## config.mk

```make
export PLATFORM = sky130hd
export DESIGN_NAME = key_pc_miss_detector
export DESIGN_NICKNAME = d
export VERILOG_FILES = /design/src/kpmd_pkg.sv /design/src/key_pc_miss_detector.sv
export SDC_FILE = /design/constraint.sdc
export NUM_CORES = 2
export LEC_CHECK = 0
export BUFFER_PORTS_ARGS = -buffer_cell sky130_fd_sc_hd__buf_2
export CORE_MARGIN = 1.5
export CORE_UTILIZATION = 50
export DETAILED_ROUTE_END_ITERATION = 8
export GPL_TIMING_DRIVEN = 0
export PLACE_DENSITY_LB_ADDON = 0.08
export SYNTH_ARGS = -nofsm -noshare
export SYNTH_HDL_FRONTEND = slang
export SYNTH_SLANG_ARGS = --single-unit
```

## constraint.sdc

```tcl
create_clock -name i_clk -period 16.7 [get_ports i_clk]
set_input_delay 2.505 -clock i_clk [delete_from_list [all_inputs] [get_ports i_clk]]
set_output_delay 2.505 -clock i_clk [all_outputs]
set_load 0.05 [all_outputs]
```

## src/kpmd_pkg.sv

```systemverilog
// Package for the key PC miss detector: field widths, limits and defaults.
`timescale 1ns / 1ps
`default_nettype none

package kpmd_pkg;

    // Payload and counter widths
    localparam int PC_W    = 64;
    localparam int ISSUE_W = 16;
    localparam int MISS_W  = 10;

    // Default table depth
    localparam int ENTRIES_DEF = 16;

    // Counter limits
    localparam logic [MISS_W-1:0]  CLEAR_LIMIT = 10'd511;
    localparam logic [ISSUE_W-1:0] ISSUE_MAX   = 16'hFFFF;

endpackage

`default_nettype wire

```

## src/key_pc_miss_detector.sv

```systemverilog
// Top level of the key PC miss detector: tag CAM, per-PC counters and decision.
`timescale 1ns / 1ps
`default_nettype none

// Takes one load access (PC and hit flag) per request and returns one is_key
// result per request. A request is accepted every cycle while the result side
// keeps up; a result passes through the input register and then the result
// register before it leaves. The CAM compare of all ENTRIES tags and the
// counter update of the matching slot both act on the request held in the
// input register, which also makes each request see the state left by the one
// before it. New PCs replace the oldest slot in FIFO order. Once the global miss
// total exceeds 511, all issue and miss counters clear; tags and valid bits stay.
module key_pc_miss_detector
    import kpmd_pkg::*;
#(
    parameter int ENTRIES = ENTRIES_DEF
) (
    input  wire logic            i_clk,
    input  wire logic            i_rst_n,
    // Request channel
    input  wire logic            i_valid,
    output logic                 o_ready,
    input  wire logic [PC_W-1:0] i_pc,
    input  wire logic            i_was_hit,
    // Result channel
    output logic                 o_valid,
    input  wire logic            i_ready,
    output logic                 o_is_key
);

    localparam int IDX_W = (ENTRIES > 1) ? $clog2(ENTRIES) : 1;
    localparam logic [IDX_W-1:0] LAST_IDX = IDX_W'(ENTRIES - 1);

    // Input register
    logic              r_in_v;
    logic [PC_W-1:0]   r_pc;
    logic              r_miss;

    // Result register
    logic              r_out_v;
    logic              r_is_key;

    // Table state
    logic [PC_W-1:0]    r_tag    [ENTRIES];
    logic [ENTRIES-1:0] r_valid;
    logic [ISSUE_W-1:0] r_issues [ENTRIES];
    logic [MISS_W-1:0]  r_misses [ENTRIES];
    logic [MISS_W-1:0]  r_gmiss;
    logic [IDX_W-1:0]   r_oldest;

    // Decision signals
    logic               w_adv;
    logic [ENTRIES-1:0] w_match;
    logic               w_hit;
    logic [IDX_W-1:0]   w_hit_idx;
    logic [ISSUE_W-1:0] w_cur_issues;
    logic [MISS_W-1:0]  w_cur_misses;
    logic [IDX_W-1:0]   w_slot;
    logic               w_clear;
    logic               w_key_ratio;
    logic               w_key_share;
    logic [ISSUE_W-1:0] n_issues;
    logic [MISS_W-1:0]  n_misses;
    logic [MISS_W-1:0]  n_gmiss;
    logic [IDX_W-1:0]   n_oldest;
    logic               n_is_key;

    // Advance the held request when the result register is free or draining
    assign w_adv   = r_in_v && (!r_out_v || i_ready);
    assign o_ready = !r_in_v || w_adv;
    assign o_valid = r_out_v;
    assign o_is_key = r_is_key;

    // Compare the PC against every valid tag; read the matching slot's counters
    always_comb begin
        w_hit_idx    = '0;
        w_cur_issues = '0;
        w_cur_misses = '0;
        for (int i = 0; i < ENTRIES; i++) begin
            w_match[i] = r_valid[i] && (r_tag[i] == r_pc);
            if (w_match[i]) begin
                w_hit_idx    = w_hit_idx | IDX_W'(i);
                w_cur_issues = w_cur_issues | r_issues[i];
                w_cur_misses = w_cur_misses | r_misses[i];
            end
        end
        w_hit = |w_match;
    end

    // Compute updated counters and the key decision
    always_comb begin
        w_slot   = w_hit ? w_hit_idx : r_oldest;
        n_oldest = (r_oldest == LAST_IDX) ? '0 : r_oldest + 1'b1;
        n_gmiss  = r_gmiss + MISS_W'(r_miss);
        w_clear  = n_gmiss > CLEAR_LIMIT;
        if (w_hit) begin
            n_issues = (w_cur_issues == ISSUE_MAX) ? w_cur_issues : w_cur_issues + 1'b1;
            n_misses = w_cur_misses + MISS_W'(r_miss);
        end else begin
            n_issues = ISSUE_W'(1);
            n_misses = MISS_W'(r_miss);
        end
        w_key_ratio = {6'b0, n_misses, 1'b0} > {1'b0, n_issues};
        w_key_share = {n_misses, 3'b0} > {3'b0, n_gmiss};
        n_is_key    = w_hit ? (w_key_ratio || w_key_share) : r_miss;
    end

    // Hold the request in the input register
    always_ff @(posedge i_clk) begin
        if (!i_rst_n) begin
            r_in_v <= 1'b0;
        end else if (o_ready) begin
            r_in_v <= i_valid;
        end
    end

    always_ff @(posedge i_clk) begin
        if (i_valid && o_ready) begin
            r_pc   <= i_pc;
            r_miss <= !i_was_hit;
        end
    end

    // Load the result register; drop it once taken
    always_ff @(posedge i_clk) begin
        if (!i_rst_n) begin
            r_out_v <= 1'b0;
        end else if (w_adv) begin
            r_out_v <= 1'b1;
        end else if (i_ready) begin
            r_out_v <= 1'b0;
        end
    end

    always_ff @(posedge i_clk) begin
        if (w_adv) begin
            r_is_key <= n_is_key;
        end
    end

    // Write the new tag into the oldest slot
    always_ff @(posedge i_clk) begin
        if (w_adv && !w_hit) begin
            r_tag[r_oldest] <= r_pc;
        end
    end

    // Update valid bits, FIFO pointer and counters; clear counters past the limit
    always_ff @(posedge i_clk) begin
        if (!i_rst_n) begin
            r_valid  <= '0;
            r_gmiss  <= '0;
            r_oldest <= '0;
            for (int i = 0; i < ENTRIES; i++) begin
                r_issues[i] <= '0;
                r_misses[i] <= '0;
            end
        end else if (w_adv) begin
            if (!w_hit) begin
                r_valid[r_oldest] <= 1'b1;
                r_oldest          <= n_oldest;
            end
            if (w_clear) begin
                r_gmiss <= '0;
                for (int i = 0; i < ENTRIES; i++) begin
                    r_issues[i] <= '0;
                    r_misses[i] <= '0;
                end
            end else begin
                r_gmiss          <= n_gmiss;
                r_issues[w_slot] <= n_issues;
                r_misses[w_slot] <= n_misses;
            end
        end
    end

`ifndef SYNTHESIS
    // Valid tags are unique, so at most one slot matches
    assert property (@(posedge i_clk) disable iff (!i_rst_n)
        r_in_v |-> $onehot0(w_match))
        else $error("more than one table slot matches the request PC");

    // The global miss total never stays above the clear limit
    assert property (@(posedge i_clk) disable iff (!i_rst_n)
        r_gmiss <= CLEAR_LIMIT)
        else $error("global miss total above clear limit");

    // A new PC that missed is reported as key
    assert property (@(posedge i_clk) disable iff (!i_rst_n)
        (w_adv && !w_hit && r_miss) |=> (o_valid && o_is_key))
        else $error("missing new PC not reported as key");

    // A request entering the table makes that slot valid
    assert property (@(posedge i_clk) disable iff (!i_rst_n)
        (w_adv && !w_hit) |=> (r_valid[$past(r_oldest)] && o_valid))
        else $error("inserted slot not valid");
`endif

endmodule

`default_nettype wire
```

==> results.tsv <==
metric	value	unit
Initial Utilization	50.25	%
Final min period	11020	ps
status	complete, but fails checks	
Hold Path Class	reg -> reg	
max_slew headroom	-12.36	%
layout net count	5205	
largest family of logic cells by synthesized area	simple AND/OR/NAND/NOR gates	
CTS tree	yes	
area occupied by registers	45860	um^2
Req. time, crit path	17180	ps
Routed Antenna Nets	0	
post-CTS setup buffer count	0	
post-synthesis sequential area ratio	68.56	%
Ys Warns	0	
Max VDD drop	0.0001081	V
Rows	134	
Synth Cell Area	66900	um^2
hpwl dp	191.0	mm
Via density	6.671	
area taken by multi-input logic gates	19340	um^2
ratio of final minimum period to clock period	65.99	%
Clock Latency Late Sink	830	ps
synthesized flop and latch total	1538	
Synth top area share	67.60	%
layout cell share with drive strength beyond 1	12.66	%
crit path max fanout	17	
grt ovf	0	
Synth Area in Simple Gates	13.39	%
vias	46821	
CTS resizes	0	
max-cap violation count	17	
Critical Path Max Stage Delay	1450	ps
static leakage	24.67	nW
EDFF count, synth	1506	
number of I/O pins	72	
setup TNS	0	ps
Synth area leaders	edfxtp_1 (68%), xnor2_1 (7.0%), xor2_1 (3.8%)	
fmax	0.09075	GHz
Gate Count Post-Synth	4754	
Post-Synth XOR/XNOR Area	11.06	%
most used flip-flop cell after synthesis	edfxtp_1	
Clock Sinks	1538	
initial antenna violation count	28	
hold buffer count at CTS	0	
R2R depth	25	
Area growth, synth to finish	15.07	%
First DRT Iteration DRCs	8523	
max-slew violations	248	
Synth top cells by count	edfxtp_1 (1506), xnor2_1 (535), nor2_1 (425)	
GPL Wtd Cong	0.9990	
final wirelength	283.4	mm
Clock Pin Slew Worst Setup and Hold Paths	60	ps
post-synthesis compound-gate area fraction	3.580	%
first-pass GRT wire length	373.7	mm
CP max-delay cell	edfxtp_1	
# fillers	10695	
Die Wd	368.8	um
drt drc	0	
CTS Buf Count	164	
H-tree Lvls	4	
GRT Total Usage	41.39	%
Async SR Flop Fraction	0	%
Final setup viols	0	
PortBufs	71	
failing checks	max-capacitance violations, max-slew violations	
RSZ-0062 raised after global routing	no	
Die ar.	136000	um^2
pin slew with the least headroom to its limit	1685	ps
syn_area_per_cell	14.07	um^2
clk root buf	clkbuf_16	
Clock Path Buffers	3	
CP arrival	11500	ps
Chip Height	368.8	um
drt pass-1 iters	6	
top-count cell post-synth	edfxtp_1	
Hold Path Depth	1	
vias in the first global route	43070	
core area	133100	um^2
WL/cell	40.37	um
post-synth top area cell	edfxtp_1	
Yosys cell types	81	
largest net degree at the start of global routing	54	
Hold Vio Cnt, Final	0	
mux cell area share after synthesis	0.1066	%
Pwr Density	109.6	nW/um^2
crit path capture type	register	
Final Skew	39.12	ps
Post-Synth Adder-Cell Area	0.4863	%
Worst setup SP type	register	
WS Path Type	reg -> reg	
Total Power	8.440	mW
net count after synthesis	4849	
==> placed cells by master, fill, tap and decap left out, drive strengths merged, types with 44 or more instances in the layout <==
cell type / synthesis / layout
nor2b: 60 / 60
xnor2: 543 / 543
xor2: 291 / 291
nand2b: 128 / 128
nand4: 280 / 280
nor3: 73 / 73
buf: 169 / 359
and3: 44 / 44
clkbuf: 120 / 335
clkinv: 2 / 67
nand3: 240 / 240
nand2: 113 / 113
inv: 117 / 122
nor4: 141 / 141
and4: 49 / 49
edfxtp: 1506 / 1506
nor2: 425 / 425
o2111ai: 52 / 52
==> per-layer routing <==
| metal | global-route usage, % | part of all wire (%) |
|---|---|---|
| met1 | 52.80 | 35 |
| met2 | 63.85 | 45 |
| met3 | 10.42 | 13 |
| met4 | 25.02 | 7.4 |
| met5 | 0 | 0.032 |
==> path summary, 6_finish.rpt <==
kind,from,end,slack [ps]
max,r_pc[37]$_DFFE_PP_,o_is_key$_DFFE_PP_,5680
min,r_valid[13]$_SDFFE_PN0P_,r_valid[13]$_SDFFE_PN0P_,460
max reg2reg,r_pc[37]$_DFFE_PP_,o_is_key$_DFFE_PP_,5680
min reg2reg,r_valid[13]$_SDFFE_PN0P_,r_valid[13]$_SDFFE_PN0P_,460
==> flip-flops by register name, indices dropped and copies added (netlist names) <==
register / flops
r_tag: 1024
r_issues: 256
r_misses: 160
r_pc: 64
r_valid: 16
r_gmiss: 10
r_oldest: 4
o_is_key: 1
o_valid: 1
r_in_v: 1
r_miss: 1
==> report_power, final <==
group / leakage, nW / switching [mW] / internal [mW]
sequential: 14.2 / 0.100 / 4.31
clock: 2.46 / 1.57 / 1.97
combinational: 8.04 / 0.349 / 0.146
==> stage by stage <==
| stage | worst slack [ps] | instances | util, % | cell area, um^2 | hold WS [ps] |
|---|---|---|---|---|---|
| finish | 5680 | 7019 | 57.83 | 76980 | 460.5 |
| global route | 5958 | 7007 | 57.80 | 76950 | 469.3 |
| CTS | 6373 | 7005 | 57.76 | 76890 | 460.7 |
| detailed placement | 6400 | 6710 | 53.98 | 71860 | 446.9 |
| global placement | 1072 | 6593 | 52.18 | 69470 | 439.7 |
| floorplan | 8484 | 4754 | - | 66900 | 433.0 |
==> kinds of logic after synthesis <==
logic type               count (synthesis)
flip-flops                            1538
AO/OA/AOI/OAI                          294
multiplexers                             7
buffers and inverters                  408
AND/OR/NAND/NOR                       1647
XOR/XNOR                               834
adder cells (fa/ha/maj)                 26
==> cell type report <==
class | count | share of cell area, %
Antenna cell | 12 | 0.03901
Buffer | 289 | 1.868
Clock buffer | 215 | 5.689
Clock inverter | 80 | 0.8436
Inverter | 119 | 0.5803
Multi-Input combinational cell | 2808 | 25.13
Sequential cell | 1538 | 59.58
Tap cell | 1768 | 2.874
Timing Repair Buffer | 190 | 3.402
==> worst max-delay path, delay by kind of cell (launching register included) <==
| family | cells | cell delay, ps |
|---|---|---|
| flops | 1 | 1450 |
| simple gates | 10 | 3010 |
| buf+inv | 8 | 3780 |
| fa+ha+maj | 2 | 650 |
| compound gates | 5 | 1750 |
No activity file was read; power rests on OpenSTA's default activity.
